--- config.mk ---
export PLATFORM = sky130hd
export DESIGN_NAME = touch_panel_serial_reader_unit_flat
export DESIGN_NICKNAME = d
export VERILOG_FILES = /design/src/sv/tpsr_pkg.sv /design/src/sv/tpsr_item_if.sv /design/src/sv/tpsr_result_if.sv /design/src/sv/touch_panel_serial_reader_unit.sv /design/src/sv/tpsr_regs.sv /design/src/sv/tpsr_seq.sv /design/src/sv/tpsr_div.sv /design/src/sv/tpsr_dp.sv /design/src/flat_wrapper.sv
export SDC_FILE = /design/constraint.sdc
export NUM_CORES = 1
export LEC_CHECK = 0
export BUFFER_PORTS_ARGS = -buffer_cell sky130_fd_sc_hd__buf_2
export CAP_MARGIN = 30
export CORE_UTILIZATION = 33
export CTS_CLUSTER_DIAMETER = 60
export DETAILED_ROUTE_END_ITERATION = 6
export PLACE_DENSITY_LB_ADDON = 0.05
export SETUP_SLACK_MARGIN = 0.3
export SLEW_MARGIN = 20
export SYNTH_ARGS = -nofsm -noshare
export SYNTH_HDL_FRONTEND = slang
export SYNTH_SLANG_ARGS = --single-unit
--- constraint.sdc ---
create_clock -name clk -period 6.9 [get_ports clk]
set_input_delay 1.725 -clock clk [delete_from_list [all_inputs] [get_ports clk]]
set_output_delay 1.725 -clock clk [all_outputs]
set_load 0.05 [all_outputs]
--- src/sv/tpsr_pkg.sv ---
// ----------------------------------------------------------------------------
// tpsr_pkg: shared definitions of the touch panel serial reader
// Sizes, register indexes, microcode control word and handshake structs.
// ----------------------------------------------------------------------------
package tpsr_pkg;

	localparam int SAMPLE_BITS = 12;
	localparam int CMD_BITS    = 8;
	localparam int CHAN_LEN    = CMD_BITS + 1 + SAMPLE_BITS;
	localparam int PHASE_W     = $clog2(CHAN_LEN);
	localparam int CMD_IDX_W   = $clog2(CMD_BITS);
	localparam int SUM_W       = SAMPLE_BITS + 4;
	localparam int POS_W       = 12;
	localparam int CNT_W       = 5;
	localparam int ROUND_W     = 4;
	localparam int MAX_ROUNDS  = 16;
	localparam int DIV_W       = 8;
	localparam int DIV_CNT_W   = $clog2(SUM_W + 1);
	localparam int OFF_W       = 12;
	localparam int PC_W        = 4;
	localparam int PROG_LEN    = 12;
	localparam int ADDR_W      = 5;
	localparam int DATA_W      = 32;

	localparam logic [PC_W-1:0] STEP_TAKE = 4'd0;
	localparam logic [PC_W-1:0] STEP_EMIT = 4'd11;

	localparam logic [CNT_W-1:0] RST_SAMPLE_COUNT   = 5'd10;
	localparam logic [7:0]       RST_FIRST_COMMAND  = 8'h90;
	localparam logic [7:0]       RST_SECOND_COMMAND = 8'hD0;
	localparam logic [OFF_W-1:0] RST_HORIZ_OFFSET   = 12'd300;
	localparam logic [DIV_W-1:0] RST_HORIZ_DIVISOR  = 8'd11;
	localparam logic [OFF_W-1:0] RST_VERT_OFFSET    = 12'd180;
	localparam logic [DIV_W-1:0] RST_VERT_DIVISOR   = 8'd15;

	typedef enum logic [2:0] {
		REG_SAMPLE_COUNT   = 3'd0,
		REG_FIRST_COMMAND  = 3'd1,
		REG_SECOND_COMMAND = 3'd2,
		REG_HORIZ_OFFSET   = 3'd3,
		REG_HORIZ_DIVISOR  = 3'd4,
		REG_VERT_OFFSET    = 3'd5,
		REG_VERT_DIVISOR   = 3'd6
	} reg_idx_t;

	typedef enum logic [2:0] {
		OP_NOP     = 3'd0,
		OP_TAKE    = 3'd1,
		OP_DIV_AVG = 3'd2,
		OP_DIV_POS = 3'd3,
		OP_SET_POS = 3'd4,
		OP_EMIT    = 3'd5
	} op_t;

	typedef enum logic [1:0] {
		C_NEXT = 2'd0,
		C_ITEM = 2'd1,
		C_DIV  = 2'd2,
		C_OUT  = 2'd3
	} cond_t;

	typedef struct packed {
		op_t             op;
		logic            sel;
		cond_t           cond;
		logic [PC_W-1:0] target;
	} cw_t;

	typedef struct packed {
		op_t  op;
		logic sel;
	} ctl_t;

	typedef struct packed {
		logic fin;
		logic div_busy;
		logic out_free;
	} stat_t;

	typedef struct packed {
		logic [CNT_W-1:0] sample_count;
		logic [7:0]       first_command;
		logic [7:0]       second_command;
		logic [OFF_W-1:0] horiz_offset;
		logic [DIV_W-1:0] horiz_divisor;
		logic [OFF_W-1:0] vert_offset;
		logic [DIV_W-1:0] vert_divisor;
	} cfg_t;

	function automatic logic [CNT_W-1:0] eff_count(input logic [CNT_W-1:0] sc);
		logic [CNT_W-1:0] n;
		n = sc;
		if (sc == '0)
			n = CNT_W'(1);
		else if (sc > CNT_W'(MAX_ROUNDS))
			n = CNT_W'(MAX_ROUNDS);
		return n;
	endfunction

endpackage

--- src/sv/tpsr_item_if.sv ---
// ----------------------------------------------------------------------------
// tpsr_item_if: input word channel
// One serial clock period: start request and sampled converter bit.
// ----------------------------------------------------------------------------
interface tpsr_item_if;
	logic valid;
	logic ready;
	logic start_req;
	logic miso_bit;

	modport source (output valid, output start_req, output miso_bit, input ready);
	modport sink (input valid, input start_req, input miso_bit, output ready);
endinterface

--- src/sv/tpsr_result_if.sv ---
// ----------------------------------------------------------------------------
// tpsr_result_if: result word channel
// Pin levels for the period and the calibrated coordinates.
// ----------------------------------------------------------------------------
interface tpsr_result_if;
	logic        valid;
	logic        ready;
	logic        chip_select_n;
	logic        mosi_bit;
	logic        done_res;
	logic [11:0] pos_x;
	logic [11:0] pos_y;

	modport source (output valid, output chip_select_n, output mosi_bit, output done_res,
		output pos_x, output pos_y, input ready);
	modport sink (input valid, input chip_select_n, input mosi_bit, input done_res,
		input pos_x, input pos_y, output ready);
endinterface

--- src/sv/touch_panel_serial_reader_unit.sv ---
// ----------------------------------------------------------------------------
// touch_panel_serial_reader_unit: resistive touch panel serial reader
// Reads both panel channels over a serial converter link, averages a set
// number of rounds and reports calibrated, clamped coordinates.
// ----------------------------------------------------------------------------
// Usage: each word on the item channel stands for one serial clock period and
// carries the start request and the sampled converter bit. For every item
// word exactly one result word comes out on the result channel: chip select,
// the command bit to drive, the done flag and the current coordinates.
// Configuration goes through the APB port; the user writes it only while
// the block is idle, which the block itself does not enforce. An ordinary
// word runs a take and an emit step, and the result register loads in the
// emit step. The word that finishes a measurement first runs four 16-bit
// divisions through the one shared divider, then its emit step.
// One item is in work at a time: the next word is taken once the previous
// result is in the output register.
// Reset: idle, result not valid, coordinates zero, registers at default.
// A stalled receiver holds the result register; the sequencer then waits in
// its emit step and no new item word is taken.
// ----------------------------------------------------------------------------
module touch_panel_serial_reader_unit (
	input  logic                        clk,
	input  logic                        arst_n,
	tpsr_item_if.sink                   item,
	tpsr_result_if.source               result,
	input  logic                        psel,
	input  logic                        penable,
	input  logic                        pwrite,
	input  logic [tpsr_pkg::ADDR_W-1:0] paddr,
	input  logic [tpsr_pkg::DATA_W-1:0] pwdata,
	output logic [tpsr_pkg::DATA_W-1:0] prdata,
	output logic                        pready
);

	tpsr_pkg::cfg_t  cfg;
	tpsr_pkg::ctl_t  ctl;
	tpsr_pkg::stat_t stat;

	tpsr_regs u_regs (
		.clk     (clk),
		.arst_n  (arst_n),
		.psel    (psel),
		.penable (penable),
		.pwrite  (pwrite),
		.paddr   (paddr),
		.pwdata  (pwdata),
		.prdata  (prdata),
		.pready  (pready),
		.cfg     (cfg)
	);

	tpsr_seq u_seq (
		.clk        (clk),
		.arst_n     (arst_n),
		.item_valid (item.valid),
		.item_ready (item.ready),
		.stat       (stat),
		.ctl        (ctl)
	);

	tpsr_dp u_dp (
		.clk          (clk),
		.arst_n       (arst_n),
		.cfg          (cfg),
		.ctl          (ctl),
		.stat         (stat),
		.item_start   (item.start_req),
		.item_miso    (item.miso_bit),
		.result_ready (result.ready),
		.result_valid (result.valid),
		.result_cs_n  (result.chip_select_n),
		.result_mosi  (result.mosi_bit),
		.result_done  (result.done_res),
		.result_x     (result.pos_x),
		.result_y     (result.pos_y)
	);

endmodule

--- src/sv/tpsr_regs.sv ---
// ----------------------------------------------------------------------------
// tpsr_regs: configuration register file
// APB-style write/read port over the seven setup registers.
// ----------------------------------------------------------------------------
module tpsr_regs (
	input  logic                         clk,
	input  logic                         arst_n,
	input  logic                         psel,
	input  logic                         penable,
	input  logic                         pwrite,
	input  logic [tpsr_pkg::ADDR_W-1:0]  paddr,
	input  logic [tpsr_pkg::DATA_W-1:0]  pwdata,
	output logic [tpsr_pkg::DATA_W-1:0]  prdata,
	output logic                         pready,
	output tpsr_pkg::cfg_t               cfg
);

	tpsr_pkg::cfg_t      cfg_q;
	tpsr_pkg::reg_idx_t  idx;
	logic                wr_en;

	assign idx    = tpsr_pkg::reg_idx_t'(paddr[tpsr_pkg::ADDR_W-1:2]);
	assign wr_en  = psel && penable && pwrite;
	assign pready = 1'b1;
	assign cfg    = cfg_q;

	always_ff @(posedge clk or negedge arst_n) begin
		if (!arst_n) begin
			cfg_q.sample_count   <= tpsr_pkg::RST_SAMPLE_COUNT;
			cfg_q.first_command  <= tpsr_pkg::RST_FIRST_COMMAND;
			cfg_q.second_command <= tpsr_pkg::RST_SECOND_COMMAND;
			cfg_q.horiz_offset   <= tpsr_pkg::RST_HORIZ_OFFSET;
			cfg_q.horiz_divisor  <= tpsr_pkg::RST_HORIZ_DIVISOR;
			cfg_q.vert_offset    <= tpsr_pkg::RST_VERT_OFFSET;
			cfg_q.vert_divisor   <= tpsr_pkg::RST_VERT_DIVISOR;
		end else if (wr_en) begin
			unique case (idx)
				tpsr_pkg::REG_SAMPLE_COUNT:
					cfg_q.sample_count <= pwdata[tpsr_pkg::CNT_W-1:0];
				tpsr_pkg::REG_FIRST_COMMAND:  cfg_q.first_command  <= pwdata[7:0];
				tpsr_pkg::REG_SECOND_COMMAND: cfg_q.second_command <= pwdata[7:0];
				tpsr_pkg::REG_HORIZ_OFFSET:
					cfg_q.horiz_offset <= pwdata[tpsr_pkg::OFF_W-1:0];
				tpsr_pkg::REG_HORIZ_DIVISOR:
					cfg_q.horiz_divisor <= pwdata[tpsr_pkg::DIV_W-1:0];
				tpsr_pkg::REG_VERT_OFFSET:
					cfg_q.vert_offset <= pwdata[tpsr_pkg::OFF_W-1:0];
				tpsr_pkg::REG_VERT_DIVISOR:
					cfg_q.vert_divisor <= pwdata[tpsr_pkg::DIV_W-1:0];
				default: ;
			endcase
		end
	end

	always_comb begin
		prdata = '0;
		unique case (idx)
			tpsr_pkg::REG_SAMPLE_COUNT:   prdata = tpsr_pkg::DATA_W'(cfg_q.sample_count);
			tpsr_pkg::REG_FIRST_COMMAND:  prdata = tpsr_pkg::DATA_W'(cfg_q.first_command);
			tpsr_pkg::REG_SECOND_COMMAND: prdata = tpsr_pkg::DATA_W'(cfg_q.second_command);
			tpsr_pkg::REG_HORIZ_OFFSET:   prdata = tpsr_pkg::DATA_W'(cfg_q.horiz_offset);
			tpsr_pkg::REG_HORIZ_DIVISOR:  prdata = tpsr_pkg::DATA_W'(cfg_q.horiz_divisor);
			tpsr_pkg::REG_VERT_OFFSET:    prdata = tpsr_pkg::DATA_W'(cfg_q.vert_offset);
			tpsr_pkg::REG_VERT_DIVISOR:   prdata = tpsr_pkg::DATA_W'(cfg_q.vert_divisor);
			default:                      prdata = '0;
		endcase
	end

endmodule

--- src/sv/tpsr_seq.sv ---
// ----------------------------------------------------------------------------
// tpsr_seq: microcode sequencer
// Step counter over a read-only program; each step issues one datapath
// operation and holds, advances or jumps on a condition.
// ----------------------------------------------------------------------------
module tpsr_seq (
	input  logic            clk,
	input  logic            arst_n,
	input  logic            item_valid,
	output logic            item_ready,
	input  tpsr_pkg::stat_t stat,
	output tpsr_pkg::ctl_t  ctl
);

	localparam tpsr_pkg::cw_t PROG [tpsr_pkg::PROG_LEN] = '{
		// take one word; measurement end falls through into the scaling code
		'{tpsr_pkg::OP_TAKE,    1'b0, tpsr_pkg::C_ITEM, tpsr_pkg::STEP_EMIT},
		'{tpsr_pkg::OP_DIV_AVG, 1'b0, tpsr_pkg::C_NEXT, tpsr_pkg::STEP_TAKE},
		'{tpsr_pkg::OP_NOP,     1'b0, tpsr_pkg::C_DIV,  tpsr_pkg::STEP_TAKE},
		'{tpsr_pkg::OP_DIV_POS, 1'b0, tpsr_pkg::C_NEXT, tpsr_pkg::STEP_TAKE},
		'{tpsr_pkg::OP_NOP,     1'b0, tpsr_pkg::C_DIV,  tpsr_pkg::STEP_TAKE},
		'{tpsr_pkg::OP_SET_POS, 1'b0, tpsr_pkg::C_NEXT, tpsr_pkg::STEP_TAKE},
		'{tpsr_pkg::OP_DIV_AVG, 1'b1, tpsr_pkg::C_NEXT, tpsr_pkg::STEP_TAKE},
		'{tpsr_pkg::OP_NOP,     1'b1, tpsr_pkg::C_DIV,  tpsr_pkg::STEP_TAKE},
		'{tpsr_pkg::OP_DIV_POS, 1'b1, tpsr_pkg::C_NEXT, tpsr_pkg::STEP_TAKE},
		'{tpsr_pkg::OP_NOP,     1'b1, tpsr_pkg::C_DIV,  tpsr_pkg::STEP_TAKE},
		'{tpsr_pkg::OP_SET_POS, 1'b1, tpsr_pkg::C_NEXT, tpsr_pkg::STEP_TAKE},
		'{tpsr_pkg::OP_EMIT,    1'b0, tpsr_pkg::C_OUT,  tpsr_pkg::STEP_TAKE}
	};

	logic [tpsr_pkg::PC_W-1:0] pc_q;
	logic [tpsr_pkg::PC_W-1:0] pc_d;
	logic [tpsr_pkg::PC_W-1:0] pc_inc;
	tpsr_pkg::cw_t             cw;
	logic                      fire;

	assign cw         = PROG[pc_q];
	assign pc_inc     = pc_q + tpsr_pkg::PC_W'(1);
	assign item_ready = (cw.cond == tpsr_pkg::C_ITEM);

	always_comb begin
		fire = 1'b0;
		pc_d = pc_q;
		unique case (cw.cond)
			tpsr_pkg::C_NEXT: begin
				fire = 1'b1;
				pc_d = pc_inc;
			end
			tpsr_pkg::C_ITEM: begin
				fire = item_valid;
				if (item_valid)
					pc_d = stat.fin ? pc_inc : cw.target;
			end
			tpsr_pkg::C_DIV: begin
				// hold until the divider has run its last step
				if (!stat.div_busy)
					pc_d = pc_inc;
			end
			tpsr_pkg::C_OUT: begin
				fire = stat.out_free;
				if (stat.out_free)
					pc_d = cw.target;
			end
			default: pc_d = tpsr_pkg::STEP_TAKE;
		endcase
		ctl.op  = fire ? cw.op : tpsr_pkg::OP_NOP;
		ctl.sel = cw.sel;
	end

	always_ff @(posedge clk or negedge arst_n) begin
		if (!arst_n) begin
			pc_q <= tpsr_pkg::STEP_TAKE;
		end else begin
			pc_q <= pc_d;
		end
	end

endmodule

--- src/sv/tpsr_div.sv ---
// ----------------------------------------------------------------------------
// tpsr_div: iterative unsigned divider
// Restoring division, one quotient bit per cycle, shared by all divisions.
// ----------------------------------------------------------------------------
module tpsr_div (
	input  logic                        clk,
	input  logic                        arst_n,
	input  logic                        start,
	input  logic [tpsr_pkg::SUM_W-1:0]  dividend,
	input  logic [tpsr_pkg::DIV_W-1:0]  divisor,
	output logic [tpsr_pkg::SUM_W-1:0]  quo,
	output logic                        busy
);

	logic [tpsr_pkg::DIV_W-1:0]     rem_q;
	logic [tpsr_pkg::DIV_W-1:0]     dvs_q;
	logic [tpsr_pkg::SUM_W-1:0]     quo_q;
	logic [tpsr_pkg::DIV_CNT_W-1:0] cnt_q;
	logic [tpsr_pkg::DIV_W:0]       trial;
	logic [tpsr_pkg::DIV_W:0]       diff;
	logic                           ge;

	assign trial = {rem_q, quo_q[tpsr_pkg::SUM_W-1]};
	assign ge    = trial >= {1'b0, dvs_q};
	assign diff  = trial - {1'b0, dvs_q};
	assign quo   = quo_q;
	assign busy  = (cnt_q != '0);

	always_ff @(posedge clk or negedge arst_n) begin
		if (!arst_n) begin
			cnt_q <= '0;
		end else if (start) begin
			cnt_q <= tpsr_pkg::DIV_CNT_W'(tpsr_pkg::SUM_W);
		end else if (busy) begin
			cnt_q <= cnt_q - tpsr_pkg::DIV_CNT_W'(1);
		end
	end

	always_ff @(posedge clk) begin
		if (start) begin
			rem_q <= '0;
			dvs_q <= divisor;
			quo_q <= dividend;
		end else if (busy) begin
			rem_q <= ge ? diff[tpsr_pkg::DIV_W-1:0] : trial[tpsr_pkg::DIV_W-1:0];
			quo_q <= {quo_q[tpsr_pkg::SUM_W-2:0], ge};
		end
	end

endmodule

--- src/sv/tpsr_dp.sv ---
// ----------------------------------------------------------------------------
// tpsr_dp: serial read datapath
// Bit phase, channel and round counters, shift-in and sums, scaling and
// the result output register.
// ----------------------------------------------------------------------------
module tpsr_dp (
	input  logic                        clk,
	input  logic                        arst_n,
	input  tpsr_pkg::cfg_t              cfg,
	input  tpsr_pkg::ctl_t              ctl,
	output tpsr_pkg::stat_t             stat,
	input  logic                        item_start,
	input  logic                        item_miso,
	input  logic                        result_ready,
	output logic                        result_valid,
	output logic                        result_cs_n,
	output logic                        result_mosi,
	output logic                        result_done,
	output logic [tpsr_pkg::POS_W-1:0]  result_x,
	output logic [tpsr_pkg::POS_W-1:0]  result_y
);

	logic                             active_q;
	logic [tpsr_pkg::PHASE_W-1:0]     phase_q;
	logic                             chan_q;
	logic [tpsr_pkg::ROUND_W-1:0]     round_q;
	logic [tpsr_pkg::SAMPLE_BITS-1:0] shift_q;
	logic [tpsr_pkg::SUM_W-1:0]       sum1_q;
	logic [tpsr_pkg::SUM_W-1:0]       sum2_q;
	logic [tpsr_pkg::POS_W-1:0]       last_x_q;
	logic [tpsr_pkg::POS_W-1:0]       last_y_q;
	logic                             cs_n_q;
	logic                             mosi_q;
	logic                             done_q;
	logic                             out_valid_q;
	logic [tpsr_pkg::POS_W-1:0]       out_x_q;
	logic [tpsr_pkg::POS_W-1:0]       out_y_q;
	logic                             out_cs_n_q;
	logic                             out_mosi_q;
	logic                             out_done_q;

	logic                             act_d;
	logic [tpsr_pkg::PHASE_W-1:0]     ph_d;
	logic                             ch_d;
	logic [tpsr_pkg::ROUND_W-1:0]     rnd_d;
	logic [tpsr_pkg::SAMPLE_BITS-1:0] sh_d;
	logic [tpsr_pkg::SUM_W-1:0]       s1_d;
	logic [tpsr_pkg::SUM_W-1:0]       s2_d;
	logic                             cs_n_d;
	logic                             mosi_d;
	logic                             fin;
	logic [7:0]                       cmd;
	logic [tpsr_pkg::CNT_W-1:0]       n;

	logic                             div_start;
	logic [tpsr_pkg::SUM_W-1:0]       div_dividend;
	logic [tpsr_pkg::DIV_W-1:0]       div_divisor;
	logic [tpsr_pkg::SUM_W-1:0]       quo;
	logic                             div_busy;
	logic [tpsr_pkg::OFF_W-1:0]       off;
	logic [tpsr_pkg::DIV_W-1:0]       dv;
	logic [tpsr_pkg::POS_W-1:0]       pos;
	logic                             out_free;

	assign n        = tpsr_pkg::eff_count(cfg.sample_count);
	assign out_free = !out_valid_q || result_ready;

	assign stat.fin      = fin;
	assign stat.div_busy = div_busy;
	assign stat.out_free = out_free;

	// per-word update of the serial sequence
	always_comb begin
		act_d  = active_q;
		ph_d   = phase_q;
		ch_d   = chan_q;
		rnd_d  = round_q;
		sh_d   = shift_q;
		s1_d   = sum1_q;
		s2_d   = sum2_q;
		cs_n_d = 1'b1;
		mosi_d = 1'b0;
		fin    = 1'b0;
		cmd    = chan_q ? cfg.second_command : cfg.first_command;
		if (!active_q && item_start) begin
			act_d = 1'b1;
			ph_d  = '0;
			ch_d  = 1'b0;
			rnd_d = '0;
			sh_d  = '0;
			s1_d  = '0;
			s2_d  = '0;
			cmd   = cfg.first_command;
		end
		if (act_d) begin
			cs_n_d = 1'b0;
			if (ph_d >= tpsr_pkg::PHASE_W'(tpsr_pkg::CHAN_LEN))
				ph_d = '0;
			if (ph_d < tpsr_pkg::PHASE_W'(tpsr_pkg::CMD_BITS)) begin
				mosi_d = cmd[tpsr_pkg::CMD_IDX_W'(tpsr_pkg::CMD_BITS - 1)
					- ph_d[tpsr_pkg::CMD_IDX_W-1:0]];
				ph_d = ph_d + tpsr_pkg::PHASE_W'(1);
			end else if (ph_d == tpsr_pkg::PHASE_W'(tpsr_pkg::CMD_BITS)) begin
				// busy clock between command and data
				ph_d = ph_d + tpsr_pkg::PHASE_W'(1);
			end else begin
				sh_d = {sh_d[tpsr_pkg::SAMPLE_BITS-2:0], item_miso};
				if (ph_d == tpsr_pkg::PHASE_W'(tpsr_pkg::CHAN_LEN - 1)) begin
					if (ch_d)
						s2_d = s2_d + tpsr_pkg::SUM_W'(sh_d);
					else
						s1_d = s1_d + tpsr_pkg::SUM_W'(sh_d);
					sh_d = '0;
					ph_d = '0;
					if (!ch_d) begin
						ch_d = 1'b1;
					end else begin
						ch_d = 1'b0;
						if ({1'b0, rnd_d} + tpsr_pkg::CNT_W'(1) >= n) begin
							fin   = 1'b1;
							act_d = 1'b0;
							rnd_d = '0;
						end else begin
							rnd_d = rnd_d + tpsr_pkg::ROUND_W'(1);
						end
					end
				end else begin
					ph_d = ph_d + tpsr_pkg::PHASE_W'(1);
				end
			end
		end
	end

	// divider operand selection
	always_comb begin
		off          = ctl.sel ? cfg.vert_offset : cfg.horiz_offset;
		dv           = ctl.sel ? cfg.vert_divisor : cfg.horiz_divisor;
		div_start    = 1'b0;
		div_dividend = '0;
		div_divisor  = tpsr_pkg::DIV_W'(1);
		case (ctl.op)
			tpsr_pkg::OP_DIV_AVG: begin
				div_start    = 1'b1;
				div_dividend = ctl.sel ? sum2_q : sum1_q;
				div_divisor  = tpsr_pkg::DIV_W'(n);
			end
			tpsr_pkg::OP_DIV_POS: begin
				div_start = 1'b1;
				// negative difference clamps to zero
				if (quo > tpsr_pkg::SUM_W'(off))
					div_dividend = quo - tpsr_pkg::SUM_W'(off);
				div_divisor = (dv == '0) ? tpsr_pkg::DIV_W'(1) : dv;
			end
			default: ;
		endcase
	end

	assign pos = (|quo[tpsr_pkg::SUM_W-1:tpsr_pkg::POS_W]) ? '1 : quo[tpsr_pkg::POS_W-1:0];

	tpsr_div u_div (
		.clk      (clk),
		.arst_n   (arst_n),
		.start    (div_start),
		.dividend (div_dividend),
		.divisor  (div_divisor),
		.quo      (quo),
		.busy     (div_busy)
	);

	always_ff @(posedge clk or negedge arst_n) begin
		if (!arst_n) begin
			active_q <= 1'b0;
			phase_q  <= '0;
			chan_q   <= 1'b0;
			round_q  <= '0;
			shift_q  <= '0;
			sum1_q   <= '0;
			sum2_q   <= '0;
			last_x_q <= '0;
			last_y_q <= '0;
		end else begin
			case (ctl.op)
				tpsr_pkg::OP_TAKE: begin
					active_q <= act_d;
					phase_q  <= ph_d;
					chan_q   <= ch_d;
					round_q  <= rnd_d;
					shift_q  <= sh_d;
					sum1_q   <= s1_d;
					sum2_q   <= s2_d;
				end
				tpsr_pkg::OP_SET_POS: begin
					if (ctl.sel)
						last_y_q <= pos;
					else
						last_x_q <= pos;
				end
				default: ;
			endcase
		end
	end

	always_ff @(posedge clk) begin
		if (ctl.op == tpsr_pkg::OP_TAKE) begin
			cs_n_q <= cs_n_d;
			mosi_q <= mosi_d;
			done_q <= fin;
		end
	end

	always_ff @(posedge clk or negedge arst_n) begin
		if (!arst_n) begin
			out_valid_q <= 1'b0;
		end else if (ctl.op == tpsr_pkg::OP_EMIT) begin
			out_valid_q <= 1'b1;
		end else if (result_ready) begin
			out_valid_q <= 1'b0;
		end
	end

	always_ff @(posedge clk) begin
		if (ctl.op == tpsr_pkg::OP_EMIT) begin
			out_cs_n_q <= cs_n_q;
			out_mosi_q <= mosi_q;
			out_done_q <= done_q;
			out_x_q    <= last_x_q;
			out_y_q    <= last_y_q;
		end
	end

	assign result_valid = out_valid_q;
	assign result_cs_n  = out_cs_n_q;
	assign result_mosi  = out_mosi_q;
	assign result_done  = out_done_q;
	assign result_x     = out_x_q;
	assign result_y     = out_y_q;

endmodule
--- src/flat_wrapper.sv ---
// flat-port wrapper written by rule: the top's interface ports become plain ports
module touch_panel_serial_reader_unit_flat 
  (clk, arst_n, psel, penable, pwrite, paddr, pwdata, prdata, pready, item_valid, item_start_req, item_miso_bit, item_ready, result_valid, result_chip_select_n, result_mosi_bit, result_done_res, result_pos_x, result_pos_y, result_ready);
  tpsr_item_if item_i ();
  tpsr_result_if result_i ();
  input  logic clk;
  input  logic arst_n;
  input  logic psel;
  input  logic penable;
  input  logic pwrite;
  input  logic [tpsr_pkg::ADDR_W-1:0] paddr;
  input  logic [tpsr_pkg::DATA_W-1:0] pwdata;
  output logic [tpsr_pkg::DATA_W-1:0] prdata;
  output logic pready;
  input wire logic [$bits(item_i.valid)-1:0] item_valid;
  input wire logic [$bits(item_i.start_req)-1:0] item_start_req;
  input wire logic [$bits(item_i.miso_bit)-1:0] item_miso_bit;
  output wire logic [$bits(item_i.ready)-1:0] item_ready;
  output wire logic [$bits(result_i.valid)-1:0] result_valid;
  output wire logic [$bits(result_i.chip_select_n)-1:0] result_chip_select_n;
  output wire logic [$bits(result_i.mosi_bit)-1:0] result_mosi_bit;
  output wire logic [$bits(result_i.done_res)-1:0] result_done_res;
  output wire logic [$bits(result_i.pos_x)-1:0] result_pos_x;
  output wire logic [$bits(result_i.pos_y)-1:0] result_pos_y;
  input wire logic [$bits(result_i.ready)-1:0] result_ready;
  assign item_i.valid = item_valid;
  assign item_i.start_req = item_start_req;
  assign item_i.miso_bit = item_miso_bit;
  assign item_ready = item_i.ready;
  assign result_valid = result_i.valid;
  assign result_chip_select_n = result_i.chip_select_n;
  assign result_mosi_bit = result_i.mosi_bit;
  assign result_done_res = result_i.done_res;
  assign result_pos_x = result_i.pos_x;
  assign result_pos_y = result_i.pos_y;
  assign result_i.ready = result_ready;
  touch_panel_serial_reader_unit u_core (.clk(clk), .arst_n(arst_n), .item(item_i), .result(result_i), .psel(psel), .penable(penable), .pwrite(pwrite), .paddr(paddr), .pwdata(pwdata), .prdata(prdata), .pready(pready));
endmodule
==> results of run 1 <==
## worst max path at each step
stage                     startpoint        end  depth (start not counted)
final                       paddr[3]  prdata[5]                          5
after floorplan             paddr[2]  prdata[4]                          5
after detailed placement    paddr[3]  prdata[5]                          5
after CTS                   paddr[3]  prdata[5]                          5
after global routing        paddr[3]  prdata[5]                          5
after global placement      paddr[3]  prdata[0]                          5
## power groups by stage
stage	registers (µW)	logic [µW]	clock network (µW)
after CTS	2040	3250	1610
after global placement	2060	3220	0
after global routing	2100	3580	1660
after detailed placement	2060	3230	0
final	2040	3210	1560
after floorplan	2050	2370	0
## cells in the mapped netlist, types with 13 or more instances
master / n
or3_1: 16
mux2_2: 99
mux2i_1: 33
nor3_1: 26
and2_1: 36
a21oi_1: 60
o211ai_1: 15
nand2_1: 135
nand3_1: 24
ha_1: 58
buf_4: 21
xnor2_1: 23
nor2_1: 60
inv_1: 36
clkbuf_1: 37
nor2b_1: 22
edfxtp_1: 54
a22o_1: 31
o21a_1: 23
dfrtp_1: 127
dfstp_2: 22
nand4_1: 13
o21ai_0: 66
## cell families after synthesis
family | synth area share
compound gates | 0.171
xor+xnor | 0.0211
flops | 0.431
simple gates | 0.148
other cells | 0.000584
buf+inv | 0.0459
fa+ha+maj | 0.0627
mux | 0.119
## routing by layer
layer  GRT usage  vias to the layer above  share of wire
li1            -                     4757              -
met4      0.0548                        0          0.022
met5           0                        -              0
met2       0.299                      182           0.46
met3      0.0258                       49          0.035
met1       0.271                     4831           0.49
## layout make-up
cell class	instances	area [µm²]	share of cell area
repair buffers	87	504	0.0344
well taps	511	639	0.0436
inverters	38	144	0.00981
clock inverters	18	198	0.0135
diodes	1	2.50	0.000171
flip-flops and latches	211	5540	0.378
multi-input cells	950	6830	0.466
clock buffers	38	812	0.0554
## registers in the layout, indices dropped and copies added, names as in the netlist, 4 cells and up
| name | cells |
|---|---|
| u_core.u_dp.phase_q | 5 |
| u_core.u_dp.result_x | 12 |
| u_core.u_dp.shift_q | 11 |
| u_core.u_dp.u_div.quo | 16 |
| u_core.u_dp.sum1_q | 16 |
| u_core.u_dp.u_div.rem_q | 8 |
| u_core.u_dp.u_div.dvs_q | 8 |
| u_core.u_regs.cfg | 61 |
| u_core.u_dp.last_x_q | 12 |
| u_core.u_dp.result_y | 12 |
| u_core.u_dp.sum2_q | 16 |
| u_core.u_dp.u_div.cnt_q | 5 |
| u_core.u_seq.pc_q | 4 |
| u_core.u_dp.round_q | 4 |
| u_core.u_dp.last_y_q | 12 |
## per-stage QoR
| step | setup WS [ns] | util | instances | hold slack [ns] |
|---|---|---|---|---|
| 2_1_floorplan | 1.36 | - | 1283 | 0.400 |
| 6_report | 1.48 | 0.386 | 1854 | 0.423 |
| 3_5_place_dp | 1.45 | 0.359 | 1796 | 0.407 |
| 5_1_grt | 1.41 | 0.386 | 1853 | 0.431 |
| 3_3_place_gp | 1.45 | 0.358 | 1791 | 0.415 |
| 4_1_cts | 1.44 | 0.385 | 1852 | 0.420 |
## placed cells by master, fill, tap and decap left out, types with 24 or more instances in the layout
| master | n |
|---|---|
| nand2_1 | 135 |
| dfrtp_1 | 127 |
| mux2_2 | 99 |
| o21ai_0 | 66 |
| buf_2 | 63 |
| a21oi_1 | 60 |
| nor2_1 | 59 |
| ha_1 | 58 |
| edfxtp_1 | 54 |
| inv_1 | 36 |
| and2_1 | 36 |
| mux2i_1 | 31 |
| a22o_1 | 31 |
| clkbuf_16 | 31 |
| nor3_1 | 24 |
| nand3_1 | 24 |
==> flow_summary.rst, run 1 <==
.. list-table::
   :header-rows: 1

   * - Metric
     - Value
   * - Number of buffers inserted during clock tree synthesis
     - 30
   * - Final routed DRC violation total
     - 0
   * - Maximum cell stage delay along the critical path
     - 0.79 ns
   * - Number of hold-repair buffers added at the cts stage
     - 0
   * - Hold Crit Depth
     - 0
   * - Destination of the worst register-to-register timing path
     - u_core.u_dp.u_div.quo[11]
   * - Endpoint of the worst hold-timing path
     - u_core.u_dp.result_done
   * - Effective utilization at floorplan
     - 0.338
   * - Total negative slack for setup checks
     - 0 ns
   * - Source of the worst register-to-register timing path
     - u_core.u_seq.pc_q[1]
   * - Maximum resistive drop on vdd
     - 0.183 mV
   * - Internal power contribution
     - 3850 µW
   * - Capturing element type of the critical path
     - output pin
   * - Critical path's top delay family
     - simple AND/OR/NAND/NOR gates
   * - Max Cap Viol
     - 0
   * - Run status
     - completed
   * - Headroom to the max-slew limit
     - 0.339
   * - Number of placement rows
     - 71
   * - Length in cells of the worst reg-to-reg path
     - 9
   * - Type of the tightest min-delay check
     - flip-flop to flip-flop
   * - Drt first-iter violations
     - 629
   * - Total buffers and inverters traversed by the critical path
     - 2
   * - Post-route design area
     - 14,700 µm²
   * - Post-synthesis instance area
     - 12,900 µm²
   * - Average instance area after synthesis
     - 10.2 µm²
   * - Ratio of final minimum period to clock period
     - 0.785
   * - Share of power burned in registers
     - 0.299
   * - Port Buf Inserts
     - 64
   * - Detailed Place HPWL
     - 27.0 mm
   * - Layout area overhead
     - 14.1%
   * - Antenna violations before repair
     - 1
   * - Max Fclk
     - 185 MHz
   * - CP max FO
     - 23
   * - Share of post-route cells with drive strength above 1
     - 0.209
   * - Fin Clk Skew
     - 0.0161 ns
   * - Num Clock Sinks
     - 211
   * - Number of cells produced by synthesis
     - 1,264
   * - Wire per inst
     - 20.0 µm
   * - Worst EP required
     - 5.18 ns
   * - Deepest clock path buffer count
     - 3
   * - Count of final hold-check violations
     - 0
   * - RSZ-0062 raised after global routing
     - false
   * - Weighted congestion at the end of routability-driven global placement
     - 0.824
   * - Endpoints failing setup
     - 0
   * - Post-synth top area share
     - 0.247
   * - Count of unique library cells instantiated by Yosys
     - 81
   * - EDFF count, synth
     - 54
   * - Routed Wire Length
     - 37.0 mm
   * - Pin count of the biggest net entering global routing
     - 84
   * - Pleak
     - 0.00627 µW
   * - Clock latency on the worst-skew pair
     - 0.56 ns
   * - Via count of the first global-routing pass
     - 9,628
   * - Post-synth top flop
     - dfrtp_1
   * - Cell occurring most often along the worst timing path
     - buf_2
   * - Root Driver
     - clkbuf_16
   * - Total via count in the routed design
     - 9,819
   * - Total die area
     - 39,800 µm²
   * - Die span in y
     - 199 µm
   * - Proportion of synthesized flip-flops having asynchronous set or reset
     - 0.706
   * - Nets
     - 1,426
   * - Transition time of the tightest slew-check pin
     - 0.991 ns
   * - Type of the worst setup path
     - input port to output pin
   * - Die boundary width
     - 199 µm
   * - Worst-path clk slew
     - 0.06 ns
   * - Boundary Pins
     - 108
   * - First-pass GRT wire length
     - 57.8 mm
   * - Leading area contributor after synthesis
     - dfrtp_1
   * - Number of antenna-violating nets in the routed design
     - 0
   * - GRT Util Overall
     - 0.190
   * - Post-cts repair resize count
     - 0
   * - Proportion of power drawn by combinational gates
     - 0.471
   * - Startpoint type of the worst setup path
     - input port
   * - Final count of pins violating max slew
     - 0
   * - Critical-path cell list
     - buf_2 > nor2b_1 > a22oi_1 > o21ai_0 > buf_2
   * - Minimum period implied by the final worst setup slack
     - 5.42 ns
   * - Core area
     - 38,000 µm²
   * - Part of the Yosys area used for sequential elements
     - 0.431
   * - TritonCTS clock tree
     - built
   * - CTS HTree Levels
     - 1
   * - Buffer count from post-CTS setup fixing
     - 0
   * - Switching share of power
     - 0.434
   * - Number of fill cells
     - 3,904
   * - Total cell area at the placement stage
     - 13,600 µm²
   * - Reg-to-reg slack, setup
     - 2.34 ns
   * - Area contributors post-synth
     - dfrtp_1 (25%), edfxtp_1 (13%), mux2_2 (8.7%), ha_1 (5.6%), dfstp_2 (4.5%)
   * - Sw power
     - 2960 µW
   * - Clock Power Share
     - 0.229
   * - Final total power
     - 6810 µW
   * - Hold Crit Start
     - u_core.u_dp.done_q
   * - Synthesis warning total
     - 0
   * - Total congestion overflow
     - 0
   * - Arrival @ worst endpoint
     - 3.69 ns
   * - Number of synthesized register bits
     - 211
   * - Slowest-stage cell, CP
     - nor2b_1
   * - Power per cell area
     - 464 nW/µm²
   * - Count of TritonRoute iterations in the first routing pass
     - 5
   * - Detailed-route vias per instance
     - 5.30
No activity file was read; power rests on OpenSTA's default activity.
==> run 2, diff against run 1 <==
Clock period 6.9 ns to 5.12 ns, I/O delays scaled along.
==> flow_summary.rst, run 2 (same netlist as run 1, synthesis figures left out) <==
.. list-table::
   :header-rows: 1

   * - Metric
     - Value
   * - Capturing element type of the critical path
     - output pin (unchanged)
   * - Post-cts repair resize count
     - 0 (unchanged)
   * - Total cell area at the placement stage
     - 13,700 µm² (was 13,600 µm²)
   * - Met3 track demand over resource in global routing
     - 0.0221 (was 0.0258)
   * - Die boundary width
     - 199 µm (unchanged)
   * - Final total power
     - 9360 µW (was 6810 µW)
   * - Layout area overhead
     - 15.6% (was 14.1%)
   * - Clock latency on the worst-skew pair
     - 0.57 ns (was 0.56 ns)
   * - Weighted congestion at the end of routability-driven global placement
     - 0.828 (was 0.824)
   * - CP max FO
     - 28 (was 23)
   * - Endpoints failing setup
     - 0 (unchanged)
   * - Number of antenna-violating nets in the routed design
     - 0 (unchanged)
   * - Num Clock Sinks
     - 211 (unchanged)
   * - GRT Util Overall
     - 0.192 (was 0.190)
   * - Root Driver
     - clkbuf_16 (unchanged)
   * - Pin count of the biggest net entering global routing
     - 95 (was 84)
   * - Post-Route Hold Slack
     - 0.419 ns (was 0.423 ns)
   * - Most common cell after layout, fill and taps aside
     - nand2_1 (unchanged)
   * - Total die area
     - 39,800 µm² (unchanged)
   * - Power per cell area
     - 630 nW/µm² (was 464 nW/µm²)
   * - Count of final hold-check violations
     - 0 (unchanged)
   * - Deepest clock path buffer count
     - 3 (unchanged)
   * - Effective utilization at floorplan
     - 0.338 (unchanged)
   * - Detailed-route vias per instance
     - 5.28 (was 5.30)
   * - Cell occurring most often along the worst timing path
     - buf_2 (unchanged)
   * - Final routed DRC violation total
     - 0 (unchanged)
   * - Type of the tightest min-delay check
     - flip-flop to flip-flop (unchanged)
   * - Type of the worst setup path
     - input port to output pin (unchanged)
   * - Total congestion overflow
     - 0 (unchanged)
   * - Total negative slack for setup checks
     - 0 ns (unchanged)
   * - Critical-path cell list
     - buf_2 > mux2_2 > a22oi_1 > nor2_1 > a31oi_1 > o21ai_0 > buf_2 (was buf_2 > nor2b_1 > a22oi_1 > o21ai_0 > buf_2)
   * - TritonCTS clock tree
     - built (unchanged)
   * - GR met1 Demand/Resource
     - 0.274 (was 0.271)
   * - Number of hold-repair buffers added at the cts stage
     - 0 (unchanged)
   * - Fin Clk Skew
     - 0.0185 ns (was 0.0161 ns)
   * - Max Fclk
     - 236 MHz
   * - Wire per inst
     - 20.0 µm (about the same)
   * - Die span in y
     - 199 µm (unchanged)
   * - Startpoint type of the worst setup path
     - input port (unchanged)
   * - Antenna fix cells
     - 0 (was 1)
   * - Ratio of final minimum period to clock period
     - 0.828
   * - Final cell count without fillers
     - 1,867 (was 1,854)
   * - Number of buffers inserted during clock tree synthesis
     - 31 (was 30)
   * - Minimum period implied by the final worst setup slack
     - 4.24 ns
   * - Maximum resistive drop on vdd
     - 0.284 mV (was 0.183 mV)
   * - Detailed Place HPWL
     - 27.4 mm (was 27.0 mm)
   * - Worst EP required
     - 3.84 ns (was 5.18 ns)
   * - CTS HTree Levels
     - 1 (unchanged)
   * - Transition time of the tightest slew-check pin
     - 0.868 ns (was 0.991 ns)
   * - Antenna violations before repair
     - 0 (was 1)
   * - Slowest-stage cell, CP
     - buf_2 (was nor2b_1)
   * - Final count of pins violating max slew
     - 0 (unchanged)
   * - Pleak
     - 0.00636 µW (was 0.00627 µW)
   * - Port Buf Inserts
     - 64 (unchanged)
   * - Share of post-route cells with drive strength above 1
     - 0.218 (was 0.209)
   * - RSZ-0062 raised after global routing
     - false (unchanged)
   * - Count of TritonRoute iterations in the first routing pass
     - 4 (was 5)
   * - Drt first-iter violations
     - 476 (was 629)
   * - Max Cap Viol
     - 0 (unchanged)
   * - Arrival @ worst endpoint
     - 2.96 ns (was 3.69 ns)
   * - Flip-flop count of the largest register after layout
     - 61 (unchanged)
   * - Total via count in the routed design
     - 9,850 (was 9,819)
   * - Buffer count from post-CTS setup fixing
     - 0 (unchanged)
   * - First-pass GRT wire length
     - 58.3 mm (was 57.8 mm)
   * - Run status
     - completed (unchanged)
   * - Core area
     - 38,000 µm² (unchanged)
   * - Nets
     - 1,440 (was 1,426)
   * - Leading cell types in the layout, fill and taps excluded
     - nand2_1 (135), dfrtp_1 (127), mux2_2 (99), o21ai_0 (66), buf_2 (64) (was nand2_1 (135), dfrtp_1 (127), mux2_2 (99), o21ai_0 (66), buf_2 (63))
   * - Inst Count DP
     - 1,809 (was 1,796)
   * - Maximum cell stage delay along the critical path
     - 0.48 ns (was 0.79 ns)
   * - Post-route design area
     - 14,900 µm² (was 14,700 µm²)
   * - Global route hottest layer
     - met2 (unchanged)
   * - Number of placement rows
     - 71 (unchanged)
   * - Global Route met2 Usage
     - 0.307 (was 0.299)
   * - Via count of the first global-routing pass
     - 9,767 (was 9,628)
   * - Worst-path clk slew
     - 0.05 ns (was 0.06 ns)
   * - Headroom to the max-slew limit
     - 0.419 (was 0.339)
   * - Routed Wire Length
     - 37.3 mm (was 37.0 mm)
   * - Boundary Pins
     - 108 (unchanged)
[run 2: cell count changes in the layout (fill, tap and decap cells not counted), moves of 2 or more]
| cell | before | now |
|---|---|---|
| buf_4 | 20 | 31 |
| inv_6 | 6 | 2 |
| clkinv_2 | 2 | 5 |
| a2111oi_0 | 6 | 8 |
| a2111oi_1 | 2 | 0 |
| buf_12 | 0 | 2 |
| clkbuf_1 | 6 | 4 |
| clkbuf_16 | 31 | 33 |
[run 2: worst max-delay path: cells and delay by family]
| family | cells | cell delay, ns |
|---|---|---|
| buffers and inverters | 2 | 0.73 |
| AOI/OAI and AO/OA | 3 | 0.45 |
| muxes | 1 | 0.40 |
| and+or+nand+nor | 1 | 0.07 |
[run 2: power breakdown]
part           total [µW]  leakage, µW  internal, µW  switching (µW)
Combinational        4400      0.00342          1640            2760
Clock                2240     0.000525          1400             835
Sequential           2720      0.00242          2330             394
[run 2: final timing paths]
path                                       from                       end  slack [ns]  cells after the start
max                                    paddr[2]                 prdata[4]        0.88                      7
min                          u_core.u_dp.done_q   u_core.u_dp.result_done        0.42                      0
max reg2reg                u_core.u_seq.pc_q[0]  u_core.u_dp.u_div.quo[6]        1.05                     11
min reg2reg                  u_core.u_dp.done_q   u_core.u_dp.result_done        0.42                      0
max in group asynchronous                arst_n     u_core.u_regs.cfg[12]        3.75                      2
min in group asynchronous                arst_n    u_core.u_dp.shift_q[5]        0.63                      1
[run 2: area by class of cell]
cell class | instances | area [µm²]
Sequential cell | 211 | 5540
Fill cell | 3928 | 23200
Tap cell | 511 | 639
Multi-Input combinational cell | 950 | 6820
Clock inverter | 18 | 216
Timing Repair Buffer | 100 | 636
Inverter | 38 | 144
Clock buffer | 39 | 868
[run 2: metal layers]
layer / wire length (µm) / share of wire
met5: 0 / 0
met4: 901 / 0.024
met3: 1030 / 0.028
met2: 17000 / 0.46
met1: 18300 / 0.49
[run 2: per-stage QoR]
stage          setup WS [ns]  utilization
2_1_floorplan          0.470            -
3_3_place_gp           0.798        0.361
3_5_place_dp           0.843        0.362
4_1_cts                0.853        0.390
5_1_grt                0.738        0.391
6_report               0.883        0.391
==> run 3, diff against run 2 <==
Clock period 5.12 ns to 3.8 ns, I/O delays scaled along.
==> flow_summary.rst, run 3 (same netlist as run 1, synthesis figures left out) <==
.. list-table::
   :header-rows: 1

   * - Metric
     - Value
   * - Type of the worst setup path
     - flip-flop to flip-flop (was input port to output pin)
   * - Pin count of the biggest net entering global routing
     - 59 (was 95)
   * - Die boundary width
     - 199 µm (unchanged)
   * - Worst EP required
     - 4.10 ns (was 3.84 ns)
   * - Root Driver
     - clkbuf_16 (unchanged)
   * - Antenna violations before repair
     - 0 (unchanged)
   * - Port Buf Inserts
     - 64 (unchanged)
   * - Minimum period implied by the final worst setup slack
     - 3.41 ns
   * - GRT Util Overall
     - 0.192 (about the same)
   * - Layout area overhead
     - 16.8% (was 15.6%)
   * - Headroom to the max-slew limit
     - 0.403 (was 0.419)
   * - Core area
     - 38,000 µm² (unchanged)
   * - TritonCTS clock tree
     - built (unchanged)
   * - Type of the tightest min-delay check
     - input port to async pin (was flip-flop to flip-flop)
   * - Number of hold-repair buffers added at the cts stage
     - 0 (unchanged)
   * - Total via count in the routed design
     - 9,869 (was 9,850)
   * - Max Fclk
     - 293 MHz
   * - Transition time of the tightest slew-check pin
     - 0.892 ns (was 0.868 ns)
   * - Most common cell after layout, fill and taps aside
     - nand2_1 (unchanged)
   * - Drt first-iter violations
     - 616 (was 476)
   * - Effective utilization at floorplan
     - 0.338 (unchanged)
   * - Via count of the first global-routing pass
     - 9,759 (was 9,767)
   * - Detailed-route vias per instance
     - 5.21 (was 5.28)
   * - Count of final hold-check violations
     - 0 (unchanged)
   * - Share of post-route cells with drive strength above 1
     - 0.238 (was 0.218)
   * - Maximum resistive drop on vdd
     - 0.336 mV (was 0.284 mV)
   * - Startpoint type of the worst setup path
     - flip-flop (was input port)
   * - Wire per inst
     - 19.7 µm (was 20.0 µm)
   * - CP max FO
     - 7 (was 28)
   * - Number of placement rows
     - 71 (unchanged)
   * - Run status
     - completed (unchanged)
   * - Clock latency on the worst-skew pair
     - 0.56 ns (was 0.57 ns)
   * - Ratio of final minimum period to clock period
     - 0.897
   * - Reg-to-reg slack, setup
     - 0.39 ns (was 1.05 ns)
   * - Power per cell area
     - 844 nW/µm² (was 630 nW/µm²)
   * - Arrival @ worst endpoint
     - 3.71 ns (was 2.96 ns)
   * - Total negative slack for setup checks
     - 0 ns (unchanged)
   * - Capturing element type of the critical path
     - flip-flop (was output pin)
   * - Number of buffers inserted during clock tree synthesis
     - 29 (was 31)
   * - Num Clock Sinks
     - 211 (unchanged)
   * - Source of the worst register-to-register timing path
     - u_core.u_seq.pc_q[0] (unchanged)
   * - Deepest clock path buffer count
     - 3 (unchanged)
   * - Final count of pins violating max slew
     - 0 (unchanged)
   * - Antenna fix cells
     - 0 (unchanged)
   * - Destination of the worst register-to-register timing path
     - u_core.u_dp.u_div.quo[11] (was u_core.u_dp.u_div.quo[6])
   * - Detailed Place HPWL
     - 27.9 mm (was 27.4 mm)
   * - Slowest-stage cell, CP
     - dfrtp_1 (was buf_2)
   * - Length in cells of the worst reg-to-reg path
     - 15 (was 11)
   * - Routed Wire Length
     - 37.2 mm (was 37.3 mm)
   * - Endpoints failing setup
     - 0 (unchanged)
   * - Max Cap Viol
     - 0 (unchanged)
   * - Number of fill cells
     - 3,842 (was 3,928)
   * - Final total power
     - 12,700 µW (was 9360 µW)
   * - Cell occurring most often along the worst timing path
     - buf_4 (was buf_2)
   * - Worst-path clk slew
     - 0.06 ns (was 0.05 ns)
   * - Nets
     - 1,470 (was 1,440)
   * - First-pass GRT wire length
     - 58.4 mm (was 58.3 mm)
   * - Final routed DRC violation total
     - 0 (unchanged)
   * - Total die area
     - 39,800 µm² (unchanged)
   * - Critical-path cell list
     - ha_1 > buf_4 > mux2i_2 > buf_4 > nand2_1 > nand2_1 > inv_1 > ha_1 > nor2b_1 > o31ai_1 > buf_4 > a211o_1 > and3_1 > a311oi_1 > o211ai_1 (was buf_2 > mux2_2 > a22oi_1 > nor2_1 > a31oi_1 > o21ai_0 > buf_2)
   * - Boundary Pins
     - 108 (unchanged)
   * - CTS HTree Levels
     - 1 (unchanged)
   * - Weighted congestion at the end of routability-driven global placement
     - 0.830 (was 0.828)
   * - Pleak
     - 0.00648 µW (was 0.00636 µW)
   * - Count of TritonRoute iterations in the first routing pass
     - 5 (was 4)
   * - Flip-flop count of the largest register after layout
     - 61 (unchanged)
   * - Number of antenna-violating nets in the routed design
     - 0 (unchanged)
   * - Die span in y
     - 199 µm (unchanged)
   * - Maximum cell stage delay along the critical path
     - 0.39 ns (was 0.48 ns)
   * - Fin Clk Skew
     - 0.0132 ns (was 0.0185 ns)
   * - RSZ-0062 raised after global routing
     - true (was false)
   * - Leading cell types in the layout, fill and taps excluded
     - nand2_1 (135), dfrtp_1 (127), mux2_2 (98), buf_4 (67), o21ai_0 (62) (was nand2_1 (135), dfrtp_1 (127), mux2_2 (99), o21ai_0 (66), buf_2 (64))
   * - Total congestion overflow
     - 0 (unchanged)
==> run 3: changes by cell type in the layout (fill, tap and decap cells not counted), sizes merged <==
cell	delta
inv	+1
clkinvlp	-2
buf	+32
bufinv	-1
clkinv	+3
clkbuf	-5
==> run 3: worst max path at each step <==
stage,to,cells past startpoint,start
floorplan,prdata[7],6,paddr[2]
global placement,u_core.u_dp.u_div.quo[11],11,u_core.u_seq.pc_q[1]
detailed placement,u_core.u_dp.u_div.quo[11],11,u_core.u_seq.pc_q[1]
CTS,u_core.u_dp.u_div.quo[11],11,u_core.u_seq.pc_q[1]
global route,u_core.u_dp.u_div.quo[11],15,u_core.u_seq.pc_q[0]
finish,u_core.u_dp.u_div.quo[11],15,u_core.u_seq.pc_q[0]
==> run 3: area by class of cell <==
| type | count | area (µm²) | share of cell area |
|---|---|---|---|
| tap | 511 | 639 | 0.0426 |
| sequential | 211 | 5540 | 0.369 |
| clock buffer | 34 | 764 | 0.0509 |
| multi-input combinational | 950 | 6860 | 0.457 |
| timing repair buffer | 132 | 880 | 0.0586 |
| inverter | 38 | 144 | 0.00958 |
| clock inverter | 19 | 191 | 0.0128 |
==> run 3: worst max-delay path, delay by kind of cell, from the launching register on <==
| kind | cells | cell delay (ns) |
|---|---|---|
| DFF | 1 | 0.39 |
| AOI/OAI and AO/OA | 4 | 0.89 |
| adders and majority gates | 2 | 0.53 |
| muxes | 1 | 0.16 |
| and+or+nand+nor | 4 | 0.62 |
| buffers and inverters | 4 | 0.57 |
==> run 3: what timing repair did <==
item | 4_1_cts | 5_1_grt
endpoints found under the setup margin | 4 | 13
gates cloned | 0 | 0
pin swaps | 1 | 0
resized for setup | 4 | 1
buffers inserted | 1 | 6
==> run 3: layer usage <==
layer	part of all wire	wire [µm]	vias to the layer above	global-route usage
li1	-	-	4843	-
met1	0.50	18500	4842	0.279
met2	0.46	17000	139	0.301
met3	0.030	1110	45	0.0211
met4	0.018	667	0	0.0486
met5	0	0	-	0
==> run 3: through the flow <==
step | util | instance area [µm²] | setup WS, ns | std cells | hold slack [ns]
after floorplan | - | 13000 | 0.304 | 1283 | 0.400
after global placement | 0.368 | 14000 | 0.126 | 1835 | 0.420
after detailed placement | 0.368 | 14000 | 0.128 | 1835 | 0.405
after CTS | 0.394 | 15000 | 0.299 | 1889 | 0.363
after global routing | 0.395 | 15000 | 0.185 | 1895 | 0.388
final | 0.395 | 15000 | 0.390 | 1895 | 0.349
==> run 3: power breakdown <==
| group | internal, µW | switching, µW |
|---|---|---|
| registers | 3140 | 512 |
| clock network | 1650 | 1070 |
| logic | 2450 | 3850 |
